$ cat config.mk
export PLATFORM = sky130hd
export DESIGN_NAME = square_wave_tone_generator_top
export DESIGN_NICKNAME = d
export VERILOG_FILES = /design/src/rtl/sqw_pkg.sv /design/src/rtl/sqw_div.sv /design/src/rtl/sqw_mul.sv /design/src/rtl/square_wave_tone_generator_top.sv
export VERILOG_INCLUDE_DIRS = /design/src /design/src/rtl
export SDC_FILE = /design/constraint.sdc
export NUM_CORES = 1
export LEC_CHECK = 0
export BUFFER_PORTS_ARGS = -buffer_cell sky130_fd_sc_hd__buf_4
export CELL_PAD_IN_SITES_DETAIL_PLACEMENT = 1
export CELL_PAD_IN_SITES_GLOBAL_PLACEMENT = 2
export CORE_ASPECT_RATIO = 1.25
export CORE_UTILIZATION = 39
export CTS_CLUSTER_DIAMETER = 40
export CTS_CLUSTER_SIZE = 40
export DETAILED_ROUTE_END_ITERATION = 10
export GPL_TIMING_DRIVEN = 0
export PLACE_DENSITY_LB_ADDON = 0.1
export SYNTH_ARGS = -nofsm -noshare
export SYNTH_HDL_FRONTEND = slang
export SYNTH_SLANG_ARGS = --single-unit
$ cat constraint.sdc
create_clock -name clk -period 3.35 [get_ports clk]
set_clock_uncertainty 0.05 [all_clocks]
set_input_delay 0.335 -clock clk [delete_from_list [all_inputs] [get_ports clk]]
set_output_delay 0.335 -clock clk [all_outputs]
set_load 0.01 [all_outputs]
$ cat src/rtl/square_wave_tone_generator_top_defines.svh
// assertion macros for the tone generator
`ifndef SQUARE_WAVE_TONE_GENERATOR_TOP_DEFINES_SVH
`define SQUARE_WAVE_TONE_GENERATOR_TOP_DEFINES_SVH

`ifndef NO_ASSERTIONS
`define SQW_ASSERT(lbl, prop, msg) \
    lbl: assert property (@(posedge clk) disable iff (!rst_n) prop) else $error(msg);
`define SQW_NEVER(lbl, cond, msg) \
    lbl: assert property (@(posedge clk) disable iff (!rst_n) !(cond)) else $error(msg);
`else
`define SQW_ASSERT(lbl, prop, msg)
`define SQW_NEVER(lbl, cond, msg)
`endif

`endif

$ cat src/rtl/sqw_pkg.sv
`default_nettype none
package sqw_pkg;

    localparam int RATE_W   = 20;
    localparam int FREQ_W   = 16;
    localparam int DUR_W    = 8;
    localparam int HP_W     = 17;
    localparam int TOG_W    = 23;
    localparam int RATE_RST = 250000;
    localparam int HALF_MAX = 65536;

    localparam logic MODE_TICK  = 1'b0;
    localparam logic MODE_START = 1'b1;

    typedef enum logic
    {
        ST_IDLE,
        ST_CALC
    } sqw_state_t;

    typedef struct packed
    {
        logic busy;
        logic done;
    } sqw_stat_t;

endpackage
`default_nettype wire

$ cat src/rtl/sqw_div.sv
`default_nettype none
module sqw_div #(
    parameter int NUM_W = sqw_pkg::RATE_W,
    parameter int DEN_W = sqw_pkg::FREQ_W
) (
    input  wire logic             clk,
    input  wire logic             rst_n,
    input  wire logic             start,
    input  wire logic [NUM_W-1:0] num,
    input  wire logic [DEN_W-1:0] den,
    output logic      [NUM_W-1:0] quo,
    output sqw_pkg::sqw_stat_t    stat
);

    localparam int CNT_W = $clog2(NUM_W + 1);

    logic [DEN_W-1:0] rem_reg, rem_next;
    logic [NUM_W-1:0] quo_reg, quo_next;
    logic [DEN_W-1:0] den_reg, den_next;
    logic [CNT_W-1:0] cnt_reg, cnt_next;
    logic             busy_reg, busy_next;
    logic             done_reg, done_next;

    logic [DEN_W:0]   trial;
    logic [DEN_W:0]   diff;
    logic             ge;

    // one quotient bit per cycle, restoring
    always_comb
    begin
        trial     = {rem_reg, quo_reg[NUM_W-1]};
        diff      = trial - {1'b0, den_reg};
        ge        = (trial >= {1'b0, den_reg});
        rem_next  = rem_reg;
        quo_next  = quo_reg;
        den_next  = den_reg;
        cnt_next  = cnt_reg;
        busy_next = busy_reg;
        done_next = 1'b0;
        if (start)
        begin
            rem_next  = '0;
            quo_next  = num;
            den_next  = den;
            cnt_next  = CNT_W'(NUM_W);
            busy_next = 1'b1;
        end
        else if (busy_reg)
        begin
            rem_next = ge ? diff[DEN_W-1:0] : trial[DEN_W-1:0];
            quo_next = {quo_reg[NUM_W-2:0], ge};
            cnt_next = cnt_reg - 1'b1;
            if (cnt_reg == CNT_W'(1))
            begin
                busy_next = 1'b0;
                done_next = 1'b1;
            end
        end
    end

    always_ff @(posedge clk or negedge rst_n)
    begin
        if (!rst_n)
        begin
            cnt_reg  <= '0;
            busy_reg <= 1'b0;
            done_reg <= 1'b0;
        end
        else
        begin
            cnt_reg  <= cnt_next;
            busy_reg <= busy_next;
            done_reg <= done_next;
        end
    end

    always_ff @(posedge clk)
    begin
        rem_reg <= rem_next;
        quo_reg <= quo_next;
        den_reg <= den_next;
    end

    assign quo       = quo_reg;
    assign stat.busy = busy_reg;
    assign stat.done = done_reg;

endmodule
`default_nettype wire

$ cat src/rtl/sqw_mul.sv
`default_nettype none
module sqw_mul #(
    parameter int A_W = sqw_pkg::FREQ_W,
    parameter int B_W = sqw_pkg::DUR_W
) (
    input  wire logic               clk,
    input  wire logic               rst_n,
    input  wire logic               start,
    input  wire logic [A_W-1:0]     a,
    input  wire logic [B_W-1:0]     b,
    output logic      [A_W+B_W-1:0] prod,
    output sqw_pkg::sqw_stat_t      stat
);

    localparam int P_W   = A_W + B_W;
    localparam int CNT_W = $clog2(B_W + 1);

    logic [P_W-1:0]   acc_reg, acc_next;
    logic [A_W-1:0]   a_reg, a_next;
    logic [B_W-1:0]   b_reg, b_next;
    logic [CNT_W-1:0] cnt_reg, cnt_next;
    logic             busy_reg, busy_next;
    logic             done_reg, done_next;

    logic [A_W:0]     sum;

    // shift-add, multiplier bit lsb first
    always_comb
    begin
        sum       = {1'b0, acc_reg[P_W-1:B_W]} + {1'b0, (b_reg[0] ? a_reg : '0)};
        acc_next  = acc_reg;
        a_next    = a_reg;
        b_next    = b_reg;
        cnt_next  = cnt_reg;
        busy_next = busy_reg;
        done_next = 1'b0;
        if (start)
        begin
            acc_next  = '0;
            a_next    = a;
            b_next    = b;
            cnt_next  = CNT_W'(B_W);
            busy_next = 1'b1;
        end
        else if (busy_reg)
        begin
            acc_next = {sum, acc_reg[B_W-1:1]};
            b_next   = b_reg >> 1;
            cnt_next = cnt_reg - 1'b1;
            if (cnt_reg == CNT_W'(1))
            begin
                busy_next = 1'b0;
                done_next = 1'b1;
            end
        end
    end

    always_ff @(posedge clk or negedge rst_n)
    begin
        if (!rst_n)
        begin
            cnt_reg  <= '0;
            busy_reg <= 1'b0;
            done_reg <= 1'b0;
        end
        else
        begin
            cnt_reg  <= cnt_next;
            busy_reg <= busy_next;
            done_reg <= done_next;
        end
    end

    always_ff @(posedge clk)
    begin
        acc_reg <= acc_next;
        a_reg   <= a_next;
        b_reg   <= b_next;
    end

    assign prod      = acc_reg;
    assign stat.busy = busy_reg;
    assign stat.done = done_reg;

endmodule
`default_nettype wire

$ cat src/rtl/square_wave_tone_generator_top.sv
// tick item: result registered when accepted; 1 item per cycle while out_ready is high
// start item that passes the busy and zero-frequency checks: result registered when the
//   20-step bit-serial divider is done (the 8-step serial multiplier runs alongside it)
// other start items are rejected; a new item is taken once the output register is free
// asynchronous active-low reset: idle, buzzer register low, counters zero, rate 250000
`default_nettype none
`include "square_wave_tone_generator_top_defines.svh"
module square_wave_tone_generator_top (
    input  wire logic                         clk,
    input  wire logic                         rst_n,
    input  wire logic                         cfg_valid,
    output logic                              cfg_ready,
    input  wire logic [sqw_pkg::RATE_W-1:0]   cfg_data,
    input  wire logic                         in_valid,
    output logic                              in_ready,
    input  wire logic                         mode,
    input  wire logic [sqw_pkg::FREQ_W-1:0]   frequency,
    input  wire logic [sqw_pkg::DUR_W-1:0]    duration,
    output logic                              out_valid,
    input  wire logic                         out_ready,
    output logic                              buzzer_out,
    output logic                              busy_res,
    output logic                              done_res,
    output logic                              rejected
);

    localparam int RATE_W = sqw_pkg::RATE_W;
    localparam int FREQ_W = sqw_pkg::FREQ_W;
    localparam int DUR_W  = sqw_pkg::DUR_W;
    localparam int HP_W   = sqw_pkg::HP_W;
    localparam int TOG_W  = sqw_pkg::TOG_W;

    sqw_pkg::sqw_state_t state_reg, state_next;

    logic [RATE_W-1:0] rate_reg, rate_next;
    logic [HP_W-1:0]   half_period_reg, half_period_next;
    logic [HP_W-1:0]   ticks_left_reg, ticks_left_next;
    logic [TOG_W-1:0]  toggles_left_reg, toggles_left_next;
    logic              running_reg, running_next;
    logic              buzzer_reg, buzzer_next;

    logic              out_valid_reg, out_valid_next;
    logic              out_buzzer_reg, out_buzzer_next;
    logic              out_busy_reg, out_busy_next;
    logic              out_done_reg, out_done_next;
    logic              out_rej_reg, out_rej_next;

    logic              in_fire;
    logic              unit_start;
    logic              q_bad;
    logic              in_calc;
    logic              div_ctx_ok;
    logic              period_ok;

    logic [RATE_W-1:0]       quo;
    logic [FREQ_W+DUR_W-1:0] prod;
    sqw_pkg::sqw_stat_t      div_stat;
    sqw_pkg::sqw_stat_t      mul_stat;

    sqw_div #(
        .NUM_W (RATE_W),
        .DEN_W (FREQ_W)
    ) u_div (
        .clk   (clk),
        .rst_n (rst_n),
        .start (unit_start),
        .num   (rate_reg),
        .den   (frequency),
        .quo   (quo),
        .stat  (div_stat)
    );

    sqw_mul #(
        .A_W (FREQ_W),
        .B_W (DUR_W)
    ) u_mul (
        .clk   (clk),
        .rst_n (rst_n),
        .start (unit_start),
        .a     (frequency),
        .b     (duration),
        .prod  (prod),
        .stat  (mul_stat)
    );

    assign cfg_ready = 1'b1;
    assign in_ready  = (state_reg == sqw_pkg::ST_IDLE) && (!out_valid_reg || out_ready);
    assign in_fire   = in_valid && in_ready;

    assign q_bad = (quo == '0) || (quo > RATE_W'(sqw_pkg::HALF_MAX));

    assign in_calc    = (state_reg == sqw_pkg::ST_CALC);
    assign div_ctx_ok = in_calc && !out_valid_reg && !mul_stat.busy;
    assign period_ok  = (half_period_reg != '0) && (ticks_left_reg != '0);

    always_comb
    begin
        state_next        = state_reg;
        rate_next         = rate_reg;
        half_period_next  = half_period_reg;
        ticks_left_next   = ticks_left_reg;
        toggles_left_next = toggles_left_reg;
        running_next      = running_reg;
        buzzer_next       = buzzer_reg;
        out_valid_next    = out_valid_reg && !out_ready;
        out_buzzer_next   = out_buzzer_reg;
        out_busy_next     = out_busy_reg;
        out_done_next     = out_done_reg;
        out_rej_next      = out_rej_reg;
        unit_start        = 1'b0;

        if (cfg_valid && cfg_ready)
        begin
            rate_next = cfg_data;
        end

        unique case (state_reg)
            sqw_pkg::ST_IDLE:
            begin
                if (in_fire)
                begin
                    if (mode == sqw_pkg::MODE_START)
                    begin
                        if (running_reg || (frequency == '0))
                        begin
                            out_valid_next  = 1'b1;
                            out_buzzer_next = buzzer_reg;
                            out_busy_next   = running_reg;
                            out_done_next   = 1'b0;
                            out_rej_next    = 1'b1;
                        end
                        else
                        begin
                            unit_start = 1'b1;
                            state_next = sqw_pkg::ST_CALC;
                        end
                    end
                    else
                    begin
                        out_done_next = 1'b0;
                        if (running_reg)
                        begin
                            if (ticks_left_reg <= HP_W'(1))
                            begin
                                ticks_left_next = half_period_reg;
                                if (toggles_left_reg != '0)
                                begin
                                    toggles_left_next = toggles_left_reg - 1'b1;
                                    buzzer_next       = !buzzer_reg;
                                end
                                else
                                begin
                                    buzzer_next   = 1'b0;
                                    running_next  = 1'b0;
                                    out_done_next = 1'b1;
                                end
                            end
                            else
                            begin
                                ticks_left_next = ticks_left_reg - 1'b1;
                            end
                        end
                        out_valid_next  = 1'b1;
                        out_buzzer_next = buzzer_next;
                        out_busy_next   = running_next;
                        out_rej_next    = 1'b0;
                    end
                end
            end
            sqw_pkg::ST_CALC:
            begin
                if (div_stat.done)
                begin
                    if (!q_bad)
                    begin
                        half_period_next  = quo[HP_W-1:0];
                        ticks_left_next   = quo[HP_W-1:0];
                        toggles_left_next = prod[TOG_W:1];
                        running_next      = 1'b1;
                    end
                    out_valid_next  = 1'b1;
                    out_buzzer_next = buzzer_reg;
                    out_busy_next   = !q_bad;
                    out_done_next   = 1'b0;
                    out_rej_next    = q_bad;
                    state_next      = sqw_pkg::ST_IDLE;
                end
            end
            default:
            begin
                state_next = sqw_pkg::ST_IDLE;
            end
        endcase
    end

    always_ff @(posedge clk or negedge rst_n)
    begin
        if (!rst_n)
        begin
            state_reg        <= sqw_pkg::ST_IDLE;
            rate_reg         <= RATE_W'(sqw_pkg::RATE_RST);
            half_period_reg  <= '0;
            ticks_left_reg   <= '0;
            toggles_left_reg <= '0;
            running_reg      <= 1'b0;
            buzzer_reg       <= 1'b0;
            out_valid_reg    <= 1'b0;
        end
        else
        begin
            state_reg        <= state_next;
            rate_reg         <= rate_next;
            half_period_reg  <= half_period_next;
            ticks_left_reg   <= ticks_left_next;
            toggles_left_reg <= toggles_left_next;
            running_reg      <= running_next;
            buzzer_reg       <= buzzer_next;
            out_valid_reg    <= out_valid_next;
        end
    end

    always_ff @(posedge clk)
    begin
        out_buzzer_reg <= out_buzzer_next;
        out_busy_reg   <= out_busy_next;
        out_done_reg   <= out_done_next;
        out_rej_reg    <= out_rej_next;
    end

    assign out_valid  = out_valid_reg;
    assign buzzer_out = out_buzzer_reg;
    assign busy_res   = out_busy_reg;
    assign done_res   = out_done_reg;
    assign rejected   = out_rej_reg;

    // quotient ready only in calc, with an empty output slot and the product finished
    `SQW_ASSERT(a_div_done_ctx, div_stat.done |-> div_ctx_ok, "divider finished out of context")
    `SQW_ASSERT(a_calc_blocks_in, in_calc |-> !in_ready, "input taken during calc")
    `SQW_ASSERT(a_run_period, running_reg |-> period_ok, "running with zero period")
    `SQW_NEVER(a_done_rej, out_valid_reg && out_done_reg && out_rej_reg, "done and reject")
    `SQW_NEVER(a_done_busy, out_valid_reg && out_done_reg && out_busy_reg, "done while still busy")

endmodule
`default_nettype wire
==> impl_summary.md <==
Worst setup path
The number of buffers and inverters on the critical path is 2. The type of the worst setup path is reg2reg. For the worst setup path, the data required time is 3.63 ns.

Of all nets on the critical path, the largest fanout is 8. The arrival time of data at the critical path endpoint is around 3.4 ns. The critical path goes through inv_1, ha_1, clkbuf_1, and2_1, and4_1, nand2_1, o31ai_1, o21ai_2, or4b_2, o311ai_0.

The end of the worst register-to-register path is u_div.rem_reg[0]$_SDFFE_PP0P_. The startpoint type of the worst setup path is a flop. The worst register-to-register path has a setup slack of 0.19 ns. The cell depth of the worst flop-to-flop path is 10.

The slowest stage of the critical path is the sky130_fd_sc_hd__or4b_2 cell. The maximum single-stage delay on the critical path is 0.64 ns. STA classifies the critical path endpoint as a flop. The startpoint identified for the worst register-to-register timing path is u_mul.a_reg[7]$_DFFE_PP_. The critical path startpoint is u_mul.a_reg[7]$_DFFE_PP_. The category of cells accounting for the largest share of critical-path delay is simple AND/OR/NAND/NOR gates.

Detailed routing
The number of vias per cell is approximately 5.5. Across all layers, the routed design uses 8489 vias. The post-detailed-route DRC marker count is 0. The number of DRC violations after detailed-routing iteration 0 is 314. The average wire per cell in the routed design is 19.7 um. Summed over all layers, the routed wires come to 30300 um. The number of nets still failing antenna checks after routing is 0. The total iterations of the first detailed-routing run is 4.

Placed design
The HPWL after detailed placement is 22600 um. The area of placed instances is 0.0109 sq mm. At the end of routability-driven placement, the weighted congestion stood at around 0.83.

The port buffer count is 54. The post-placement setup slack is -0.452 ns.

Clock tree
Counting along the longest clock path gives a buffer depth of 2. The root buffer cell chosen for the clock tree is sky130_fd_sc_hd__clkbuf_16. TritonCTS built the clock tree. Buffers inserted during clock tree synthesis total 17.

Counting every sink on the clock net gives 180. The clock insertion delay at the later pin of the skew report is 0.44 ns. The H-tree was split into 4 levels. The clock-pin transition on the worst setup and hold timing paths is 0.07 ns.

Worst hold path
Counting instances, the worst hold path has a depth of 1. The path type of the worst min-delay path is in2reg. For hold timing, the worst endpoint is u_mul.a_reg[10]$_DFFE_PP_. The startpoint of the most critical hold path is frequency[10].

Floorplan
The number of cell rows is 65. The die covers roughly 0.027 sq mm. Measured along the y axis, the die boundary spans 182 um. The initial utilization of the core area, before any placement, comes to 39.9%. Pin placement for this block handled 57 I/O pins. The horizontal die dimension is 146 um.

After floorplanning, the core was sized to cover 0.0253 sq mm.

GRT
The maximum number of pins on one net before global-route repair is 94. The number of antenna violations at the first check in global routing is 0. The total grt overflow is 0. The via count of the first global-routing pass is roughly 8800.

The first global-routing pass estimated a little under 50000 um of wire. Global routing used 23.8% of the available tracks across all layers.

Timing
Setup repair after global routing left no endpoint under its margin. Based on the critical path, the design can be clocked at up to 317 MHz. After layout, the worst setup slack is 0.193 ns. The worst slew slack as a fraction of its limit is 34.2%.

Hold timing on the final database bottoms out at a slack of 0.0280 ns. At the pin with the least slew margin, the transition time is 0.975 ns. Setup violations remaining at the end of the flow were counted as 0. The final critical path time including I/O delays and setup is 3.16 ns.

The final max-slew violation count is 0. The final critical path takes up 94.3% of the cycle. The final-report hold violation count is 0.

Flow run
The number of violations of the max-capacitance limit is 0.

Finish
Compared with the post-synthesis result, the final layout area differs by 15.0%. The post-route netlist has between 10% and 20% of its cells at a drive strength greater than 1. With fillers left out, the area of the finished cells amounts to 0.0116 sq mm.

0 antenna diodes ended up in the layout. The final-stage net count is 1286.

Outcome
The run finished with clean final reports.

Synthesis
Sequential cells were found to cover 45.2% of the synthesized design area. Yosys printed 0 warnings. The netlist area before placement is a little over 0.01 sq mm.

Synthesis inferred 180 register bits. The number of nets in the synthesized netlist is 1209. The number of synthesized flops with an enable pin is 48. The cell count after synthesis came out at 1117.

In the synthesized netlist the dominant register cell turns out to be sky130_fd_sc_hd__dfrtp_1. The number of library cell types mapped by synthesis is 70. The post-synthesis average cell area is roughly 9.0 sq um. The async set or reset register ratio after synthesis is 51.7%.

Power and ir drop
The leakage power is 4.97 nW. In this run the power density over the cells is 444 mW/mm^2. Across the VDD grid, the largest voltage drop is 0.000328 V.
## what timing repair did
action,in CTS,in global routing
hold buffers,0,1
setup buffers,0,2
gates resized for setup,7,6
endpoints found under the hold margin,0,86
pin swaps,0,1
setup endpoints to repair,41,34
## cell usage in the layout (no fill, tap or decap), types with 22 or more instances in the layout
| cell type | instances |
|---|---|
| sky130_fd_sc_hd__nand2_1 | 192 |
| sky130_fd_sc_hd__nor2_1 | 100 |
| sky130_fd_sc_hd__dfrtp_1 | 86 |
| sky130_fd_sc_hd__a21oi_1 | 77 |
| sky130_fd_sc_hd__o21ai_0 | 58 |
| sky130_fd_sc_hd__buf_4 | 57 |
| sky130_fd_sc_hd__edfxtp_1 | 48 |
| sky130_fd_sc_hd__clkbuf_1 | 47 |
| sky130_fd_sc_hd__ha_1 | 40 |
| sky130_fd_sc_hd__dfxtp_1 | 39 |
| sky130_fd_sc_hd__inv_1 | 38 |
| sky130_fd_sc_hd__mux2i_1 | 31 |
| sky130_fd_sc_hd__and2_1 | 28 |
| sky130_fd_sc_hd__nor3_1 | 22 |
## synth_stat cells, drive strengths merged (4+ instances only)
cell type	n	area, sq um
xnor2	19	166
xor2	12	105
nor3b	6	45.0
o31ai	4	30.0
nor4	18	146
inv	38	143
or3	10	62.6
nor2	100	375
a21o	6	45.0
nand2	192	721
nand3	20	105
a21oi	77	385
a31oi	10	62.6
dfrtp	86	2150
nand4	9	56.3
and2	28	175
nand4b	7	61.3
o21bai	6	45.0
o21a	6	45.0
nand3b	5	37.5
a311oi	6	52.6
nand2b	15	93.8
a211oi	21	158
ha	40	500
clkbuf	47	176
o21ai	63	323
buf	10	56.3
mux2	21	236
o211ai	8	60.1
and3	4	25.0
nor2b	8	50.1
dfstp	7	184
dfxtp	39	781
edfxtp	48	1440
and4	4	35.0
mux2i	31	310
o22ai	12	75.1
or2	10	62.6
nor3	23	120
o32ai	5	43.8
## area by class of cell
class,count,area [sq um]
fill,2976,13700
multi-input combinational,842,5160
sequential,180,4560
timing repair buffer,58,462
clock buffer,19,443
tap,335,419
buffer,57,239
clock inverter,13,170
inverter,38,143
## where the power goes
part	switching (mW)	total, mW	internal, mW
Clock	0.925	2.13	1.21
Sequential	0.129	2.49	2.36
Combinational	0.286	0.532	0.247
Total	1.34	5.15	3.81
## logic make-up after synthesis
group | after synthesis | share of synthesized area (%)
multiplexers | 52 | 5.42
adder cells (fa/ha/maj) | 42 | 5.36
AND/OR/NAND/NOR | 467 | 22.3
other | 1 | 0.0372
AO/OA/AOI/OAI | 249 | 15.3
flip-flops | 180 | 45.2
XOR/XNOR | 31 | 2.69
buffers and inverters | 95 | 3.72
## per-stage QoR
stage / util (%) / power [mW] / setup TNS, ns / cells
final: 45.8 / 5.15 / 0 / 1542
after global routing: 45.8 / 5.35 / 0 / 1542
after CTS: 45.6 / 5.19 / 0 / 1538
after detailed placement: 43.1 / 3.06 / -16.75 / 1506
after global placement: 43.1 / 3.04 / -15.47 / 1506
after floorplan: - / 2.86 / 0 / 1117
## worst max path at each step
stage	depth (start not counted)	endpoint
5_1_grt	10	u_div.rem_reg[0]$_SDFFE_PP0P_
3_5_place_dp	7	u_mul.a_reg[2]$_DFFE_PP_
2_1_floorplan	10	u_mul.prod[23]$_SDFFE_PP0P_
6_report	10	u_div.rem_reg[0]$_SDFFE_PP0P_
3_3_place_gp	7	u_mul.a_reg[5]$_DFFE_PP_
4_1_cts	7	u_mul.a_reg[2]$_DFFE_PP_
## metal layers
metal	vias up	global-route usage (%)	wire [um]
li1	4124	-	-
met2	109	42.1	15500
met4	0	9.14	915
met5	-	0	0
met1	4216	28.9	13400
met3	40	3.54	624
No activity file was read; power rests on OpenSTA's default activity.
